[src/rtl/ipd_pkg.sv]
// ----------------------------------------------------------------------------
// ipd_pkg: shared types and constants for the packet deframer
// Parse phases, register indexes, reset values and the structs that travel
// between the register file, the parser and the emitter.
// ----------------------------------------------------------------------------
package ipd_pkg;

  localparam int unsigned ByteW = 8;
  localparam int unsigned PosW  = 6;
  localparam int unsigned IdxOutW = 5;
  localparam int unsigned HeaderBytes = 3;

  typedef enum logic [1:0] {
    PhHunt    = 2'd0,
    PhHeader  = 2'd1,
    PhPayload = 2'd2,
    PhCheck   = 2'd3
  } phase_e;

  typedef enum logic [1:0] {
    RegSync    = 2'd0,
    RegSize    = 2'd1,
    RegDevice  = 2'd2,
    RegMessage = 2'd3
  } reg_idx_e;

  localparam logic [ByteW-1:0] SyncReset    = 8'hFF;
  localparam logic [ByteW-1:0] SizeReset    = 8'h26;
  localparam logic [ByteW-1:0] DeviceReset  = 8'hFF;
  localparam logic [ByteW-1:0] MessageReset = 8'h14;

  typedef struct packed {
    logic [ByteW-1:0] sync_value;
    logic [ByteW-1:0] size_value;
    logic [ByteW-1:0] device_value;
    logic [ByteW-1:0] message_value;
  } cfg_t;

  // Payload store write request; the slot index travels beside it.
  typedef struct packed {
    logic             en;
    logic             bank;
    logic [ByteW-1:0] data;
  } wr_t;

  // Release of a payload bank once its last word has been read.
  typedef struct packed {
    logic valid;
    logic bank;
  } rel_t;

endpackage

[src/rtl/imu_packet_deframer_top.sv]
// ----------------------------------------------------------------------------
// imu_packet_deframer_top: sync/header/checksum packet deframer
// Parser, token queue and payload emitter with a double-banked store.
// ----------------------------------------------------------------------------
// The parser takes one received word per cycle. Payload bytes go into one of
// two banks of the payload store; when the checksum matches, the bank number
// is queued and the emitter reads that bank out, one word per cycle while the
// output side takes them, with the last one marked. The only input stall
// comes from the store: a payload word waits while the bank it would fill
// still holds a packet that has not been read out. With a 38-word packet
// and a 30-word payload, reception continues at full rate as long as the
// output side takes words at least as fast as they arrive.
// ----------------------------------------------------------------------------
module imu_packet_deframer_top #(
  parameter int unsigned PACKET_LENGTH = 38,
  parameter int unsigned SYNC_COUNT    = 4
) (
  input  logic                          clk_i,
  input  logic                          rst_ni,
  input  logic                          cfg_we_i,
  input  logic [1:0]                    cfg_idx_i,
  input  logic [ipd_pkg::ByteW-1:0]     cfg_wdata_i,
  input  logic                          rx_valid_i,
  output logic                          rx_ready_o,
  input  logic [ipd_pkg::ByteW-1:0]     rx_byte_i,
  output logic                          out_valid_o,
  input  logic                          out_ready_i,
  output logic [ipd_pkg::ByteW-1:0]     payload_byte_o,
  output logic [ipd_pkg::IdxOutW-1:0]   payload_index_o,
  output logic                          last_byte_o
);

  localparam int unsigned PayloadLen =
    PACKET_LENGTH - SYNC_COUNT - ipd_pkg::HeaderBytes - 1;
  localparam int unsigned IdxW = (PayloadLen > 1) ? $clog2(PayloadLen) : 1;

  ipd_pkg::cfg_t   cfg_q;
  ipd_pkg::wr_t    wr;
  ipd_pkg::rel_t   rel;
  logic [IdxW-1:0] wr_idx;
  logic            push, push_bank;
  logic            pop, pop_bank, tok_empty;

  always_ff @(posedge clk_i or negedge rst_ni) begin
    if (!rst_ni) begin
      cfg_q.sync_value    <= ipd_pkg::SyncReset;
      cfg_q.size_value    <= ipd_pkg::SizeReset;
      cfg_q.device_value  <= ipd_pkg::DeviceReset;
      cfg_q.message_value <= ipd_pkg::MessageReset;
    end else if (cfg_we_i) begin
      unique case (ipd_pkg::reg_idx_e'(cfg_idx_i))
        ipd_pkg::RegSync:    cfg_q.sync_value    <= cfg_wdata_i;
        ipd_pkg::RegSize:    cfg_q.size_value    <= cfg_wdata_i;
        ipd_pkg::RegDevice:  cfg_q.device_value  <= cfg_wdata_i;
        ipd_pkg::RegMessage: cfg_q.message_value <= cfg_wdata_i;
        default: ;
      endcase
    end
  end

  ipd_front #(
    .PACKET_LENGTH (PACKET_LENGTH),
    .SYNC_COUNT    (SYNC_COUNT),
    .IdxW          (IdxW)
  ) u_front (
    .clk_i       (clk_i),
    .rst_ni      (rst_ni),
    .cfg_i       (cfg_q),
    .rx_valid_i  (rx_valid_i),
    .rx_ready_o  (rx_ready_o),
    .rx_byte_i   (rx_byte_i),
    .wr_o        (wr),
    .wr_idx_o    (wr_idx),
    .push_o      (push),
    .push_bank_o (push_bank),
    .rel_i       (rel)
  );

  ipd_fifo u_fifo (
    .clk_i       (clk_i),
    .rst_ni      (rst_ni),
    .push_i      (push),
    .push_data_i (push_bank),
    .pop_i       (pop),
    .pop_data_o  (pop_bank),
    .empty_o     (tok_empty)
  );

  ipd_back #(
    .PayloadLen (PayloadLen),
    .IdxW       (IdxW)
  ) u_back (
    .clk_i           (clk_i),
    .rst_ni          (rst_ni),
    .wr_i            (wr),
    .wr_idx_i        (wr_idx),
    .tok_empty_i     (tok_empty),
    .tok_bank_i      (pop_bank),
    .tok_pop_o       (pop),
    .rel_o           (rel),
    .out_valid_o     (out_valid_o),
    .out_ready_i     (out_ready_i),
    .payload_byte_o  (payload_byte_o),
    .payload_index_o (payload_index_o),
    .last_byte_o     (last_byte_o)
  );

endmodule

[src/rtl/ipd_front.sv]
// ----------------------------------------------------------------------------
// ipd_front: byte parser
// Hunts for sync, checks the header, writes payload bytes into the free bank
// and queues the bank number when the checksum matches.
// ----------------------------------------------------------------------------
module ipd_front #(
  parameter int unsigned PACKET_LENGTH = 38,
  parameter int unsigned SYNC_COUNT    = 4,
  parameter int unsigned IdxW          = 5
) (
  input  logic                       clk_i,
  input  logic                       rst_ni,
  input  ipd_pkg::cfg_t              cfg_i,
  input  logic                       rx_valid_i,
  output logic                       rx_ready_o,
  input  logic [ipd_pkg::ByteW-1:0]  rx_byte_i,
  output ipd_pkg::wr_t               wr_o,
  output logic [IdxW-1:0]            wr_idx_o,
  output logic                       push_o,
  output logic                       push_bank_o,
  input  ipd_pkg::rel_t              rel_i
);

  localparam int unsigned HeaderEnd  = SYNC_COUNT + ipd_pkg::HeaderBytes;
  localparam int unsigned CheckPos   = PACKET_LENGTH - 1;
  localparam int unsigned PayloadLen = PACKET_LENGTH - SYNC_COUNT - ipd_pkg::HeaderBytes - 1;

  ipd_pkg::phase_e                phase_q, phase_d;
  logic [ipd_pkg::PosW-1:0]       pos_q, pos_d;
  logic [ipd_pkg::ByteW-1:0]      sum_q, sum_d;
  logic                           bank_q, bank_d;
  logic [1:0]                     busy_q, busy_d;

  logic                           accept;
  logic [ipd_pkg::PosW-1:0]       pos_inc;
  logic [ipd_pkg::PosW-1:0]       hdr_k;
  logic [ipd_pkg::PosW-1:0]       slot;
  logic [ipd_pkg::ByteW-1:0]      want;

  // Payload bytes wait while the bank they would land in is still queued or being read out.
  assign rx_ready_o = (phase_q != ipd_pkg::PhPayload) || !busy_q[bank_q];
  assign accept     = rx_valid_i && rx_ready_o;
  assign pos_inc    = pos_q + 1'b1;
  assign hdr_k      = pos_q - ipd_pkg::PosW'(SYNC_COUNT);
  assign slot       = pos_q - ipd_pkg::PosW'(HeaderEnd);

  always_comb begin
    unique case (hdr_k[1:0])
      2'd0:    want = cfg_i.size_value;
      2'd1:    want = cfg_i.device_value;
      default: want = cfg_i.message_value;
    endcase
  end

  always_comb begin
    phase_d     = phase_q;
    pos_d       = pos_q;
    sum_d       = sum_q;
    bank_d      = bank_q;
    busy_d      = busy_q;
    wr_o.en     = 1'b0;
    wr_o.bank   = bank_q;
    wr_o.data   = rx_byte_i;
    wr_idx_o    = IdxW'(slot);
    push_o      = 1'b0;
    push_bank_o = bank_q;

    if (rel_i.valid) begin
      busy_d[rel_i.bank] = 1'b0;
    end

    if (accept) begin
      unique case (phase_q)
        ipd_pkg::PhHunt: begin
          if (rx_byte_i == cfg_i.sync_value) begin
            pos_d = pos_inc;
            sum_d = sum_q + rx_byte_i;
            if (pos_inc >= ipd_pkg::PosW'(SYNC_COUNT)) begin
              phase_d = ipd_pkg::PhHeader;
            end
          end else begin
            pos_d = '0;
            sum_d = '0;
          end
        end
        ipd_pkg::PhHeader: begin
          if (rx_byte_i == want) begin
            pos_d = pos_inc;
            sum_d = sum_q + rx_byte_i;
            if (pos_inc >= ipd_pkg::PosW'(HeaderEnd)) begin
              phase_d = (pos_inc >= ipd_pkg::PosW'(CheckPos)) ? ipd_pkg::PhCheck
                                                               : ipd_pkg::PhPayload;
            end
          end else begin
            phase_d = ipd_pkg::PhHunt;
            pos_d   = '0;
            sum_d   = '0;
          end
        end
        ipd_pkg::PhPayload: begin
          wr_o.en = 1'b1;
          pos_d   = pos_inc;
          sum_d   = sum_q + rx_byte_i;
          if (pos_inc >= ipd_pkg::PosW'(CheckPos)) begin
            phase_d = ipd_pkg::PhCheck;
          end
        end
        default: begin
          // A good checksum hands the filled bank to the emitter.
          if (rx_byte_i == sum_q && PayloadLen > 0) begin
            push_o         = 1'b1;
            busy_d[bank_q] = 1'b1;
            bank_d         = !bank_q;
          end
          phase_d = ipd_pkg::PhHunt;
          pos_d   = '0;
          sum_d   = '0;
        end
      endcase
    end
  end

  always_ff @(posedge clk_i or negedge rst_ni) begin
    if (!rst_ni) begin
      phase_q <= ipd_pkg::PhHunt;
      pos_q   <= '0;
      sum_q   <= '0;
      bank_q  <= 1'b0;
      busy_q  <= '0;
    end else begin
      phase_q <= phase_d;
      pos_q   <= pos_d;
      sum_q   <= sum_d;
      bank_q  <= bank_d;
      busy_q  <= busy_d;
    end
  end

endmodule

[src/rtl/ipd_fifo.sv]
// ----------------------------------------------------------------------------
// ipd_fifo: two-entry token queue
// Holds the bank numbers of good packets between parser and emitter.
// ----------------------------------------------------------------------------
module ipd_fifo (
  input  logic clk_i,
  input  logic rst_ni,
  input  logic push_i,
  input  logic push_data_i,
  input  logic pop_i,
  output logic pop_data_o,
  output logic empty_o
);

  logic [1:0] mem_q;
  logic       wr_ptr_q, rd_ptr_q;
  logic [1:0] cnt_q, cnt_d;

  assign empty_o    = (cnt_q == 2'd0);
  assign pop_data_o = mem_q[rd_ptr_q];

  // The parser never holds more than two banks, so a push always finds room.
  always_comb begin
    cnt_d = cnt_q;
    if (push_i && !pop_i) begin
      cnt_d = cnt_q + 2'd1;
    end else if (pop_i && !push_i) begin
      cnt_d = cnt_q - 2'd1;
    end
  end

  always_ff @(posedge clk_i or negedge rst_ni) begin
    if (!rst_ni) begin
      wr_ptr_q <= 1'b0;
      rd_ptr_q <= 1'b0;
      cnt_q    <= '0;
    end else begin
      cnt_q <= cnt_d;
      if (push_i) begin
        wr_ptr_q <= !wr_ptr_q;
      end
      if (pop_i) begin
        rd_ptr_q <= !rd_ptr_q;
      end
    end
  end

  always_ff @(posedge clk_i) begin
    if (push_i) begin
      mem_q[wr_ptr_q] <= push_data_i;
    end
  end

endmodule

[src/rtl/ipd_back.sv]
// ----------------------------------------------------------------------------
// ipd_back: payload store and emitter
// Two payload banks in one memory; reads a queued bank out one word a cycle
// into the output register, as long as the output side takes them.
// ----------------------------------------------------------------------------
module ipd_back #(
  parameter int unsigned PayloadLen = 30,
  parameter int unsigned IdxW       = 5
) (
  input  logic                          clk_i,
  input  logic                          rst_ni,
  input  ipd_pkg::wr_t                  wr_i,
  input  logic [IdxW-1:0]               wr_idx_i,
  input  logic                          tok_empty_i,
  input  logic                          tok_bank_i,
  output logic                          tok_pop_o,
  output ipd_pkg::rel_t                 rel_o,
  output logic                          out_valid_o,
  input  logic                          out_ready_i,
  output logic [ipd_pkg::ByteW-1:0]     payload_byte_o,
  output logic [ipd_pkg::IdxOutW-1:0]   payload_index_o,
  output logic                          last_byte_o
);

  localparam int unsigned Depth = 2 ** (IdxW + 1);

  logic [ipd_pkg::ByteW-1:0] mem [Depth];

  logic                      active_q;
  logic                      bank_q;
  logic [IdxW-1:0]           idx_q;
  logic                      out_valid_q;
  logic [ipd_pkg::ByteW-1:0] data_q;
  logic [IdxW-1:0]           out_idx_q;
  logic                      last_q;

  logic rd_en;
  logic is_last;

  assign tok_pop_o = !active_q && !tok_empty_i;
  assign rd_en     = active_q && (!out_valid_q || out_ready_i);
  assign is_last   = (idx_q == IdxW'(PayloadLen - 1));

  // Once the last word has left the store, the bank may be refilled.
  assign rel_o.valid = rd_en && is_last;
  assign rel_o.bank  = bank_q;

  assign out_valid_o     = out_valid_q;
  assign payload_byte_o  = data_q;
  assign payload_index_o = ipd_pkg::IdxOutW'(out_idx_q);
  assign last_byte_o     = last_q;

  always_ff @(posedge clk_i) begin
    if (wr_i.en) begin
      mem[{wr_i.bank, wr_idx_i}] <= wr_i.data;
    end
    if (rd_en) begin
      data_q    <= mem[{bank_q, idx_q}];
      out_idx_q <= idx_q;
      last_q    <= is_last;
    end
  end

  always_ff @(posedge clk_i or negedge rst_ni) begin
    if (!rst_ni) begin
      active_q    <= 1'b0;
      bank_q      <= 1'b0;
      idx_q       <= '0;
      out_valid_q <= 1'b0;
    end else begin
      if (tok_pop_o) begin
        active_q <= 1'b1;
        bank_q   <= tok_bank_i;
        idx_q    <= '0;
      end else if (rd_en) begin
        if (is_last) begin
          active_q <= 1'b0;
        end
        idx_q <= idx_q + 1'b1;
      end
      if (rd_en) begin
        out_valid_q <= 1'b1;
      end else if (out_ready_i) begin
        out_valid_q <= 1'b0;
      end
    end
  end

endmodule

[config.mk]
export PLATFORM = sky130hd
export DESIGN_NAME = imu_packet_deframer_top
export DESIGN_NICKNAME = d
export VERILOG_FILES = /design/src/rtl/ipd_pkg.sv /design/src/rtl/imu_packet_deframer_top.sv /design/src/rtl/ipd_front.sv /design/src/rtl/ipd_fifo.sv /design/src/rtl/ipd_back.sv
export SDC_FILE = /design/constraint.sdc
export NUM_CORES = 1
export LEC_CHECK = 0
export ABC_AREA = 0
export BUFFER_PORTS_ARGS = -buffer_cell sky130_fd_sc_hd__buf_4
export CORE_MARGIN = 1
export CORE_UTILIZATION = 40
export DETAILED_ROUTE_END_ITERATION = 16
export GPL_TIMING_DRIVEN = 0
export PLACE_DENSITY = 0.62
export SLEW_MARGIN = 20
export SYNTH_ARGS = -nofsm -noshare
export SYNTH_HDL_FRONTEND = slang
export SYNTH_SLANG_ARGS = --single-unit
[constraint.sdc]
create_clock -name clk_i -period 5.1 [get_ports clk_i]
set_input_delay 0.765 -clock clk_i [delete_from_list [all_inputs] [get_ports clk_i]]
set_output_delay 0.765 -clock clk_i [all_outputs]
set_load 0.05 [all_outputs]
# Word-level counts from Yosys, hierarchy flattened
# Memory sizes are Yosys's and may differ from the RTL's. A register that Yosys moved wholly into a read port is not among the register bits.
# Index checks and enable logic that the tools add are counted.
# word_totals
reg_bits	71
output_inout_bits	16
mem_bits_rw	512
mem_count	1
input_bits	23
word_cells	137
# op_classes
n_eq_ne	15
n_mux	45
add_sub_neg	7
n_reduce_logical	36
n_lt_le_gt_ge	10
bitwise	4
# mem_list
name	words	width	read_ports	rd_ports_with_merged_regs	write_ports	line	source
u_back.mem	64	8	1	1	1	ipd_back.sv:27	logic [ipd_pkg::ByteW-1:0] mem [Depth];
# ops
cell	n
8-bit equality test	3
8-bit case mux with 3 select lines	1
2-bit two-way mux	11
1-bit two-way mux	20
6-bit case mux with 3 select lines	1
8-bit two-way mux	2
8-bit case mux with 2 select lines	1
6-bit by 3-bit >= comparator with 1-bit output, second input constant	2
6-bit two-way mux	2
5-bit two-way mux	2
2-bit AND reduction	5
1-bit logical AND	9
1-bit zero test	9
8-bit adder	1
2-bit zero test	4
1-bit by 2-bit < comparator with 1-bit output, second input constant	4
2-bit nonzero test	4
6-bit by 1-bit adder with 6-bit output, second input constant	1
2-bit by 1-bit equality test with 1-bit output, second input constant	3
2-bit equality test, second input constant	3
6-bit >= comparator, second input constant	1
2-bit by 1-bit != test with 1-bit output, second input constant	3
2-bit case mux with 3 select lines	1
5-bit by 1-bit adder with 5-bit output, second input constant	1
other kinds (17)	23

# Depth between registers and ports, before layout
# Gate-level depths: netlist (run 1).
# depth
word_depth	11
mapped_depth	11

# Cells and area by module
# Synthesis (run 1) repeated with hierarchy kept, for this count alone.
# hier_totals
cells_unflattened	1346
hier_area_um2	24208.2
# by_module_without_submodules
module	seq_area_each_um2	cells_each	n_inst	area_per_inst_um2
ipd_back	15995.3	1031	1	20868.8
ipd_front	475.5	229	1	1849.3
imu_packet_deframer_top	827.0	68	1	1238.7
ipd_fifo	160.2	18	1	251.5

# Least setup slack after synthesis (run 1)
# No wires, ideal clock.
# synth_path
kind	register to register
start	reg u_front.pos_q[0] in the netlist's numbering
end	reg u_front.phase_q[0]
setup_ps	104
t_required_ps	4996
t_arrival_ps	2330
path_stages_with_launch	10
path_slack_ps	2666
path_cell_list	dfrtp_1 clkbuf_1 inv_1 ha_1 buf_2 a22o_1 or4_1 a22oi_1 nand4_2 a221oi_1
# synth_via
elab_chain_len	6
word_cells_on_any_way	17
# synth_lines
item	line	source
from (decl)	ipd_front.sv:29	logic [ipd_pkg::PosW-1:0] pos_q, pos_d;
from (signal assigned)	ipd_front.sv:132	pos_q <= pos_d;
6-bit by 1-bit adder with 6-bit output or 2-bit by 1-bit subtractor with 2-bit output (tied branches)	ipd_front.sv:43, ipd_front.sv:44	
6-bit >= comparator (tied with other cells)	ipd_front.sv:91, ipd_front.sv:104	
1-bit two-way mux or 8-bit case mux with 2 select lines (tied branches)	ipd_front.sv:91, ipd_front.sv:48	
2-bit two-way mux or 8-bit equality test (tied branches)	ipd_front.sv:90, ipd_front.sv:87	
2-bit two-way mux or 3-bit != test (tied branches)	-	
2-bit case mux with 3 select lines or 5-bit AND reduction (tied branches)	-	
to (signal assigned)	ipd_front.sv:125	phase_q <= ipd_pkg::PhHunt;
to (signal assigned)	ipd_front.sv:131	phase_q <= phase_d;
to (decl)	ipd_front.sv:28	ipd_pkg::phase_e phase_q, phase_d;
# Several ways; a longest one is shown, not always the timed one. The select of a mux whose other input is x is not followed.
# A chain may end at the register's enable or synchronous reset.

# Worst setup path after layout (run 1)
# layout_path
start	reg u_front.bank_q, in the netlist u_front.push_bank_o
end	mem u_back.mem[30][2] in the netlist's numbering (enable)
# layout_via
elab_chain_len	8
# layout_lines
item	line	source
from (decl)	ipd_front.sv:31	logic bank_q, bank_d;
from (signal assigned)	ipd_front.sv:134	bank_q <= bank_d;
1-bit two-way mux (implied by the code) (2 in series)	ipd_front.sv:41	assign rx_ready_o = (phase_q != ipd_pkg::PhPayload) || !busy_q[bank_q];
1-bit zero test	ipd_front.sv:41	
1-bit logical OR	ipd_front.sv:41	
1-bit logical AND	ipd_front.sv:42	assign accept = rx_valid_i && rx_ready_o;
1-bit two-way mux	ipd_front.sv:72	if (accept) begin
1-bit two-way mux	ipd_back.sv:54	if (wr_i.en) begin
1-bit two-way mux (implied by the code)	ipd_back.sv:55	mem[{wr_i.bank, wr_idx_i}] <= wr_i.data;
to (decl)	ipd_back.sv:27	
# Several ways; a longest one is shown, not always the timed one. The select of a mux whose other input is x is not followed.

==> flow_metrics.py, run 1 <==
metrics = {
    "status": {
        "status": "finished clean",
    },
    "placed_design": {
        "dp_hpwl_mm": 34.1,
        "dpl-instance-area_um2": 25100,
        "dp_slack_ns": 1.47,
        "port_buffers": 38,
        "gp_congestion": 0.902,
        "dp.cells": 2040,
    },
    "final_layout": {
        "fin_area_um2": 27000,
        "area_growth_pct": 13.3,
        "final_common_cell": "edfxtp_1",
        "num-nets-final": 1367,
        "fillers": 4946,
        "drive_gt1_frac": 0.256,
        "layout_common_cells": "edfxtp_1 (528), mux4_2 (142), nor2_1 (95)",
        "fin_cells": 2150,
    },
    "timing": {
        "fin_ws_ns": 1.38,
        "fin_tns_setup_ns": 0,
        "fin_crit_sh": 0.729,
        "period_needed_ns": 3.72,
        "slew_headroom": 0.290,
        "worst_pin_slew_ns": 1.06,
        "finalHoldViolCount": 0,
        "final_max_slew_viol_count": 0,
        "fmax_mhz": 269,
        "setup_viol": 0,
        "rsz0062_at_grt": "false",
        "holdWs_ns": 0.262,
        "fin_skew_ns": 0.0232,
    },
    "routing": {
        "avgViaCountPerCell": 5.62,
        "via_count": 12100,
        "ant_nets": 0,
        "drtIter0Drc": 1211,
        "first_pass_iters": 7,
        "wl_per_cell_um": 25.6,
        "drc": 0,
        "wl_mm": 55.0,
    },
    "global_route": {
        "antenna_found_initial": 0,
        "grt_util_all_layers": 0.184,
        "first_global_vias": 12200,
        "grt_max_degree": 71,
        "overflow": 0,
        "grt_pass1_wl_mm": 80.4,
    },
    "power": {
        "switchingPower_mw": 4.26,
        "cellPowerDensity_nw_per_um2": 519,
        "switching_share": 0.304,
        "comb_power_share": 0.287,
        "p_leak_nw": 8.74,
        "clock_power_share": 0.309,
        "ir_drop_mv": 0.384,
        "seqPwrFrac": 0.405,
        "internal-power_mw": 9.75,
    },
    "cts": {
        "cts_setup_buffers": 0,
        "cts_buffer_depth": 3,
        "post_cts_resize_count": 0,
        "ctsHoldBuffers": 0,
        "htree_levels": 2,
        "clock_latency_ns": 0.62,
        "cts_made_buffers": 60,
        "clock_sinks": 591,
        "path_clk_slew_ns": 0.06,
        "cts_root_buffer": "clkbuf_16",
        "cts_tree": "yes",
    },
    "yosys": {
        "synthCells": 1229,
        "ys_types": 55,
        "postSynthRegisterBits": 591,
        "ys_warn_count": 0,
        "synth_nets": 1267,
        "synthFlopType": "edfxtp_1",
        "async_flop_share": 0.107,
        "avgSynthCellArea_um2": 19.4,
        "synth-edff-count": 528,
        "syn_area_um2": 23800,
        "synth_seq_area_share": 0.733,
    },
    "critical_path": {
        "crit_required_ns": 5.34,
        "arrival_ns": 3.96,
        "worstSetupPathType": "reg -> reg",
        "path_max_fanout": 10,
        "ff2ff_setup_slack_ns": 1.38,
        "start_kind": "flip-flop",
        "end_kind": "flip-flop",
    },
    "floorplan": {
        "die_h_um": 246,
        "initial_core_util": 0.405,
        "core_area_um2": 58900,
        "fp-row-count": 89,
        "die_width_um": 246,
        "dieArea_um2": 60600,
        "ios": 39,
    },
    "flow_run": {
        "cap_viol_max_count": 0,
    },
    "hold_path": {
        "hold_class": "in -> async",
    },
}
## kinds of logic after synthesis
logic type | count (synthesis) | synth area share
flip-flops | 591 | 0.733
AND/OR/NAND/NOR | 206 | 0.0417
multiplexers | 195 | 0.158
AO/OA/AOI/OAI | 116 | 0.0322
buffers and inverters | 72 | 0.0146
XOR/XNOR | 34 | 0.0125
adder cells (fa/ha/maj) | 15 | 0.00819
## per-stage QoR
| step | power, mW | util |
|---|---|---|
| 4_1_cts | 14.1 | 0.458 |
| 3_5_place_dp | 9.80 | 0.426 |
| 3_3_place_gp | 9.76 | 0.426 |
| 6_report | 14.0 | 0.458 |
| 2_1_floorplan | 8.47 | - |
| 5_1_grt | 14.5 | 0.458 |
## worst max-delay path, stage by stage (launching register included)
cell     delay, ns
dfrtp_1       0.35
buf_2         0.21
mux2i_1       0.42
o21ai_0       0.30
nor3_1        0.42
nand3_1       0.69
nor2_1        0.96
## per-layer routing
layer | up-vias | share of wire | wire, um | track usage
li1 | 5219 | - | - | -
met1 | 6333 | 0.43 | 23400 | 0.261
met2 | 445 | 0.47 | 26100 | 0.290
met3 | 84 | 0.073 | 4030 | 0.0316
met4 | 0 | 0.026 | 1440 | 0.0581
met5 | - | 0 | 0 | 0
## power by group through the flow
| stage | clock network, mW | registers [mW] | logic (mW) |
|---|---|---|---|
| 5_1_grt | 4.57 | 5.69 | 4.26 |
| 3_3_place_gp | 0 | 5.76 | 4.00 |
| 3_5_place_dp | 0 | 5.77 | 4.03 |
| 2_1_floorplan | 0 | 5.90 | 2.57 |
| 4_1_cts | 4.40 | 5.67 | 4.05 |
| 6_report | 4.33 | 5.67 | 4.02 |
## area by class of cell
cell class,count,area [um2],area share
timing repair buffer,38,285,0.0106
sequential,591,17500,0.646
multi-input combinational,566,6020,0.223
buffer,60,305,0.0113
antenna,1,2.50,0.0000927
tap,773,967,0.0358
clock buffer,72,1570,0.0581
clock inverter,37,353,0.0131
inverter,12,45.0,0.00167
## path summary, 6_finish.rpt
check,from,endpoint,cells past startpoint
setup / recovery,u_front.push_bank_o$_DFFE_PN0P_,u_back.mem[30][2]$_DFFE_PP_,6
max in group asynchronous,rst_ni,u_fifo.wr_ptr_q$_DFFE_PN0P_,1
min in group clk_i,cfg_wdata_i[4],cfg_q[20]$_DFFE_PN0P_,2
setup reg to reg,u_front.push_bank_o$_DFFE_PN0P_,u_back.mem[30][2]$_DFFE_PP_,6
hold reg to reg,u_front.push_bank_o$_DFFE_PN0P_,u_fifo.mem_q[1]$_DFFE_PP_,0
hold / removal,rst_ni,u_front.phase_q[0]$_DFFE_PN0P_,1
## cell usage after synthesis (18+ instances only)
master	number	area (um2)
nand3_1	21	105
mux2i_1	21	210
a21oi_1	28	140
edfxtp_1	528	15900
o21ai_0	21	105
clkbuf_1	32	120
dfstp_2	21	552
buf_2	18	90.1
dfrtp_1	42	1050
nor2_1	95	357
mux2_2	32	360
xnor2_1	24	210
nand2_1	27	101
mux4_2	142	3200
## registers in the layout, indices dropped and copies added (netlist names), 2 cells and up
register                count
u_back.mem                512
cfg_q                      32
u_back.payload_byte_o       8
u_front.sum_q               8
u_front.pos_q               6
u_back.idx_q                5
u_back.payload_index_o      5
u_fifo.cnt_q                2
u_fifo.mem_q                2
u_front.busy_q              2
u_front.phase_q             2
(Power assumes the default switching activity.)
==> run 2: changes to the inputs <==
--- a/config.mk
+++ b/config.mk
@@ -5,7 +5,7 @@
 export SDC_FILE = /design/constraint.sdc
 export NUM_CORES = 1
 export LEC_CHECK = 0
-export ABC_AREA = 0
+export ABC_AREA = 1
 export BUFFER_PORTS_ARGS = -buffer_cell sky130_fd_sc_hd__buf_4
 export CORE_MARGIN = 1
 export CORE_UTILIZATION = 40
==> constraint.sdc (replaced) <==
create_clock -name clk_i -period 3.8 [get_ports clk_i]
set_input_delay 0.57 -clock clk_i [delete_from_list [all_inputs] [get_ports clk_i]]
set_output_delay 0.57 -clock clk_i [all_outputs]
set_load 0.05 [all_outputs]
==> run 2 against run 1 <==
Effect of this change: fmax up 11%; synthesized cell count grew 68%; sequential power up 32%; clock power is 36% higher; highest routed layer unchanged; sequential share of layout area down 1.4 points; core utilization down 0.096 points; synthesized area grew 2.6%.
==> flow_metrics.py, run 2 <==
metrics = {
    "final_layout": {
        "fillers": 5463,
        "top_register": "u_back.mem",
        "final_common_cell": "edfxtp_1",
        "fin_area_um2": 27600,
        "drive_gt1_frac": 0.102,
        "top_regs": "u_back.mem: 512 flops, cfg_q: 32 flops",
        "fin_cells": 2988,
        "regArea_um2": 17500,
        "largest_reg_flops": 512,
        "antenna_cells": 0,
        "layout_common_cells": "edfxtp_1 (528), nor2_1 (397), o21ai_0 (258)",
        "multi_input_area_um2": 6190,
        "num-nets-final": 2199,
        "area_growth_pct": 13.0,
    },
    "cts": {
        "ctsHoldBuffers": 0,
        "htree_levels": 2,
        "cts_tree": "yes",
        "cts_root_buffer": "clkbuf_16",
        "cts_buffer_depth": 3,
        "clock_sinks": 591,
        "clock_latency_ns": 0.64,
        "path_clk_slew_ns": 0.06,
        "cts_setup_buffers": 0,
        "post_cts_resize_count": 0,
        "cts_made_buffers": 61,
    },
    "critical_path": {
        "start_kind": "flip-flop",
        "arrival_ns": 3.83,
        "path_max_fanout": 10,
        "end_kind": "flip-flop",
        "ff2ff_path_depth": 9,
        "crit_required_ns": 4.29,
        "worstSetupPathType": "reg -> reg",
    },
    "power": {
        "cellPowerDensity_nw_per_um2": 754,
        "ir_drop_mv": 0.397,
        "p_leak_nw": 9.47,
    },
    "floorplan": {
        "core_area_um2": 60400,
        "die_width_um": 249,
        "fp-row-count": 90,
        "ios": 39,
        "initial_core_util": 0.405,
        "dieArea_um2": 62100,
        "die_h_um": 249,
    },
    "timing": {
        "rsz0062_at_grt": "false",
        "fmax_mhz": 300,
        "setup_viol": 0,
        "fin_tns_setup_ns": 0,
        "fin_skew_ns": 0.0221,
        "period_needed_ns": 3.34,
        "fin_crit_sh": 0.878,
        "worst_pin_slew_ns": 1.19,
        "final_max_slew_viol_count": 0,
        "fin_ws_ns": 0.465,
        "finalHoldViolCount": 0,
        "slew_headroom": 0.203,
    },
    "yosys": {
        "avgSynthCellArea_um2": 11.9,
        "ys_types": 39,
        "synthFlopType": "edfxtp_1",
        "postSynthRegisterBits": 591,
        "yosysTopAreaCellShare": 0.649,
        "yosys-top-cells-count": "edfxtp_1 (528), nor2_1 (397), o21ai_0 (258)",
        "synthTopCellsByArea": "edfxtp_1 (65%), nor2_1 (6.1%), o21ai_0 (5.3%), dfrtp_1 (4.3%), nand2_1 (3.8%)",
        "syn_area_um2": 24400,
        "async_flop_share": 0.107,
        "yosysMostFrequentCell": "edfxtp_1",
        "ys_warn_count": 0,
        "synth_nets": 2098,
        "synth_seq_area_share": 0.714,
        "yosysTopAreaCell": "edfxtp_1",
        "synth-edff-count": 528,
        "synthCells": 2060,
    },
    "routing": {
        "wl_per_cell_um": 27.1,
        "first_pass_iters": 6,
        "wl_mm": 81.0,
        "ant_nets": 0,
        "via_count": 17500,
        "drc": 0,
        "avgViaCountPerCell": 5.85,
        "drtIter0Drc": 2385,
    },
    "flow_run": {
        "cap_viol_max_count": 0,
    },
    "placed_design": {
        "dp_slack_ns": 0.592,
        "dpl-instance-area_um2": 25700,
        "dp.cells": 2880,
        "dp_hpwl_mm": 52.8,
        "gp_congestion": 0.997,
        "port_buffers": 38,
    },
    "global_route": {
        "overflow": 0,
        "grt_pass1_wl_mm": 115,
        "grt_util_all_layers": 0.258,
        "grt_max_degree": 70,
        "antenna_found_initial": 1,
        "first_global_vias": 16300,
    },
    "hold_path": {
        "hold_class": "in -> async",
    },
    "status": {
        "status": "finished clean",
    },
}
==> run 2: changes by cell type in the layout (fill, tap and decap cells not counted), moves of 24 or more <==
| cell | change |
|---|---|
| nor2_1 | +302 |
| o21ai_0 | +237 |
| nand2_1 | +223 |
| mux4_2 | -142 |
| nand3_1 | +64 |
| o22ai_1 | +61 |
| o211ai_1 | +60 |
| inv_1 | +43 |
| o21ai_1 | +39 |
| mux2_2 | -32 |
| clkbuf_1 | +28 |
| buf_2 | +24 |
==> run 2: path summary, 6_finish.rpt <==
path	from	endpoint	slack [ns]
max	u_back.idx_q[0]$_DFFE_PN0P_	u_back.payload_byte_o[6]$_DFFE_PP_	0.46
min	rst_ni	u_front.sum_q[0]$_DFFE_PN0P_	0.04
max reg2reg	u_back.idx_q[0]$_DFFE_PN0P_	u_back.payload_byte_o[6]$_DFFE_PP_	0.46
min reg2reg	u_fifo.cnt_q[0]$_DFFE_PN0P_	u_fifo.cnt_q[0]$_DFFE_PN0P_	0.48
max in group asynchronous	rst_ni	u_front.phase_q[0]$_DFFE_PN0P_	3.20
min in group clk_i	out_ready_i	u_back.out_valid_o$_DFFE_PN0P_	0.21
==> run 2: report_power, final <==
part / internal, mW / switching (mW) / total [mW]
registers: 7.36 / 0.146 / 7.51
logic: 1.73 / 5.71 / 7.44
clock network: 3.34 / 2.54 / 5.87
==> run 2: metrics by stage <==
stage / util / power (mW) / hold WS [ns]
floorplan: - / 11.4 / 0.274
global placement: 0.426 / 14.7 / 0.457
detailed placement: 0.426 / 14.8 / 0.468
CTS: 0.457 / 20.6 / 0.0497
global route: 0.457 / 21.3 / 0.0934
finish: 0.457 / 20.8 / 0.0440
==> run 2: final cells by class <==
| cell class | count | share of cell area |
|---|---|---|
| repair buffers | 38 | 0.0103 |
| flip-flops and latches | 591 | 0.632 |
| clock inverters | 33 | 0.0104 |
| well taps | 782 | 0.0354 |
| multi-input cells | 1288 | 0.224 |
| inverters | 67 | 0.00911 |
| clock buffers | 75 | 0.0587 |
| plain buffers | 114 | 0.0194 |
==> run 2: cell families after synthesis <==
logic type      synth area share
compound gates             0.107
xor+xnor                 0.00681
fa+ha+maj                0.00799
buf+inv                   0.0323
flops                      0.714
simple gates               0.132
==> run 2: worst max-delay path: stages (launching register included) <==
cell	delay, ns
dfrtp_1	0.53
buf_4	0.24
buf_4	0.19
clkbuf_1	0.90
o21ai_0	0.30
o22ai_1	0.47
a21oi_1	0.13
nand2_1	0.09
nand3_1	0.16
nand2_1	0.18
==> run 2: per-layer routing <==
metal	part of all wire	global-route usage	vias up
met5	0	0	-
met4	0.042	0.0975	0
met1	0.41	0.363	8711
met3	0.11	0.0525	174
met2	0.44	0.393	1020
li1	-	-	7584
==> run 3: changes to the inputs <==
--- a/config.mk
+++ b/config.mk
@@ -7,6 +7,7 @@
 export LEC_CHECK = 0
 export ABC_AREA = 1
 export BUFFER_PORTS_ARGS = -buffer_cell sky130_fd_sc_hd__buf_4
+export CORE_ASPECT_RATIO = 0.75
 export CORE_MARGIN = 1
 export CORE_UTILIZATION = 40
 export DETAILED_ROUTE_END_ITERATION = 16
==> run 3 against run 2 <==
Effect of this change: count of clock-buffer cells in the layout shrank 18; design area down 0.22%; sequential cell count stayed put; largest cell class unchanged.
==> flow_metrics.py, run 3 (same netlist as run 2, synthesis figures left out) <==
metrics = {
    "timing": {
        "rsz0062_at_grt": "false",
        "final_max_slew_viol_count": 0,
        "fmax_mhz": 292,
        "slew_headroom": 0.234,
        "worst_pin_slew_ns": 1.14,
        "setup_viol": 0,
        "finalHoldViolCount": 0,
        "period_needed_ns": 3.42,
        "fin_skew_ns": 0.0213,
        "fin_tns_setup_ns": 0,
        "fin_crit_sh": 0.901,
    },
    "routing": {
        "ant_nets": 0,
        "wl_mm": 81.8,
        "first_pass_iters": 5,
        "drtIter0Drc": 2563,
        "wl_per_cell_um": 27.3,
        "avgViaCountPerCell": 5.82,
        "drc": 0,
        "via_count": 17500,
    },
    "final_layout": {
        "fin_area_um2": 27600,
        "largest_reg_flops": 512,
        "drive_gt1_frac": 0.104,
        "top_regs": "u_back.mem: 512 flops, cfg_q: 32 flops",
        "fillers": 5502,
        "multi_input_area_um2": 6200,
        "num-nets-final": 2193,
        "fin_cells": 3001,
        "area_growth_pct": 12.7,
        "final_util": 0.456,
        "top_register": "u_back.mem",
        "antenna_cells": 0,
        "final_common_cell": "edfxtp_1",
        "regArea_um2": 17500,
        "layout_common_cells": "edfxtp_1 (528), nor2_1 (393), o21ai_0 (258)",
    },
    "cts": {
        "cts_root_buffer": "clkbuf_16",
        "clock_latency_ns": 0.63,
        "cts_made_buffers": 55,
        "cts_setup_buffers": 0,
        "ctsHoldBuffers": 0,
        "post_cts_resize_count": 0,
        "htree_levels": 2,
        "cts_buffer_depth": 3,
        "path_clk_slew_ns": 0.07,
        "cts_tree": "yes",
        "clock_sinks": 591,
    },
    "flow_run": {
        "cap_viol_max_count": 0,
    },
    "critical_path": {
        "cp_cell_sequence": "buf_2 > buf_2 > clkbuf_1 > o21ai_0 > o211ai_1 > nand3_1 > nand4_1 > nand3_1 > nand2_1",
        "crit_required_ns": 4.25,
        "worstSetupPathType": "reg -> reg",
        "path_max_fanout": 10,
        "end_kind": "flip-flop",
        "arrival_ns": 3.87,
        "cpPeakStageDelay_ns": 0.74,
        "start_kind": "flip-flop",
        "slowest_stage": "o211ai_1",
        "ff2ff_path_depth": 9,
    },
    "placed_design": {
        "gp_congestion": 0.988,
        "dp_hpwl_mm": 54.3,
        "dpl-instance-area_um2": 25700,
        "port_buffers": 38,
        "dp.cells": 2898,
    },
    "global_route": {
        "grt_pass1_wl_mm": 116,
        "grt_util_met1": 0.399,
        "grt_util_met2": 0.362,
        "grt_util_all_layers": 0.264,
        "overflow": 0,
        "grt_most_used_layer": "met1",
        "grtUsageMet3": 0.0876,
        "grt_max_degree": 70,
        "antenna_found_initial": 3,
        "first_global_vias": 16200,
    },
    "floorplan": {
        "die_width_um": 287,
        "dieArea_um2": 62100,
        "die_h_um": 216,
        "fp-row-count": 78,
        "ios": 39,
        "core_area_um2": 60400,
        "initial_core_util": 0.405,
    },
    "power": {
        "cellPowerDensity_nw_per_um2": 752,
        "ir_drop_mv": 0.399,
        "p_leak_nw": 9.44,
    },
    "hold_path": {
        "hold_class": "in -> async",
    },
    "status": {
        "status": "finished clean",
    },
}
==> run 3: changes by cell type in the layout (fill, tap and decap cells not counted) <==
cell / change
nor2_2: +4
inv_6: +3
clkinvlp_4: -3
clkbuf_1: -10
nor2_1: -4
bufinv_16: +3
clkinv_1: +6
clkbuf_16: -8
clkinv_4: +2
clkinv_2: +2
==> run 3: worst paths after layout <==
kind                                                  start                            endpoint  slack (ns)
worst min-delay path                                 rst_ni      u_back.out_valid_o$_DFFE_PN0P_        0.05
worst max register to register  u_back.idx_q[1]$_DFFE_PN0P_  u_back.payload_byte_o[6]$_DFFE_PP_        0.38
worst max-delay path            u_back.idx_q[1]$_DFFE_PN0P_  u_back.payload_byte_o[6]$_DFFE_PP_        0.38
worst min register to register  u_fifo.cnt_q[0]$_DFFE_PN0P_         u_fifo.cnt_q[0]$_DFFE_PN0P_        0.48
min in group clk_i                              out_ready_i      u_back.out_valid_o$_DFFE_PN0P_        0.22
max in group asynchronous                            rst_ni               cfg_q[16]$_DFFE_PN0P_        3.19
==> run 3: cell type report <==
type,count,area share
inverter,67,0.00913
tap,800,0.0363
multi-input combinational,1288,0.225
clock inverter,46,0.0157
timing repair buffer,38,0.0104
sequential,591,0.634
buffer,114,0.0195
clock buffer,57,0.0502
==> run 3: stage by stage <==
stage	total power, mW	setup WS (ns)	hold slack (ns)
floorplan	11.4	1.33	0.274
global placement	14.8	0.577	0.460
detailed placement	14.8	0.586	0.466
CTS	20.4	0.557	0.0671
global route	21.3	0.296	0.102
finish	20.7	0.378	0.0524
==> run 3: power by group <==
| part | total, mW | switching [mW] | internal [mW] |
|---|---|---|---|
| combinational | 7.54 | 5.81 | 1.73 |
| sequential | 7.49 | 0.137 | 7.36 |
| clock | 5.69 | 2.50 | 3.19 |
==> run 3: worst max-delay path, delay by kind of cell, from the launching register on <==
kind | cells | cell delay [ns]
AO/OA/AOI/OAI | 2 | 0.93
AND/OR/NAND/NOR | 4 | 0.70
buffers and inverters | 3 | 1.15
flip-flops | 1 | 0.45
==> run 3: per-layer routing <==
metal,share of wire,wire length (um),vias to the layer above
met5,0.00016,13,-
li1,-,-,7583
met3,0.14,11300,114
met4,0.023,1920,2
met1,0.43,35400,8752
met2,0.41,33200,1019
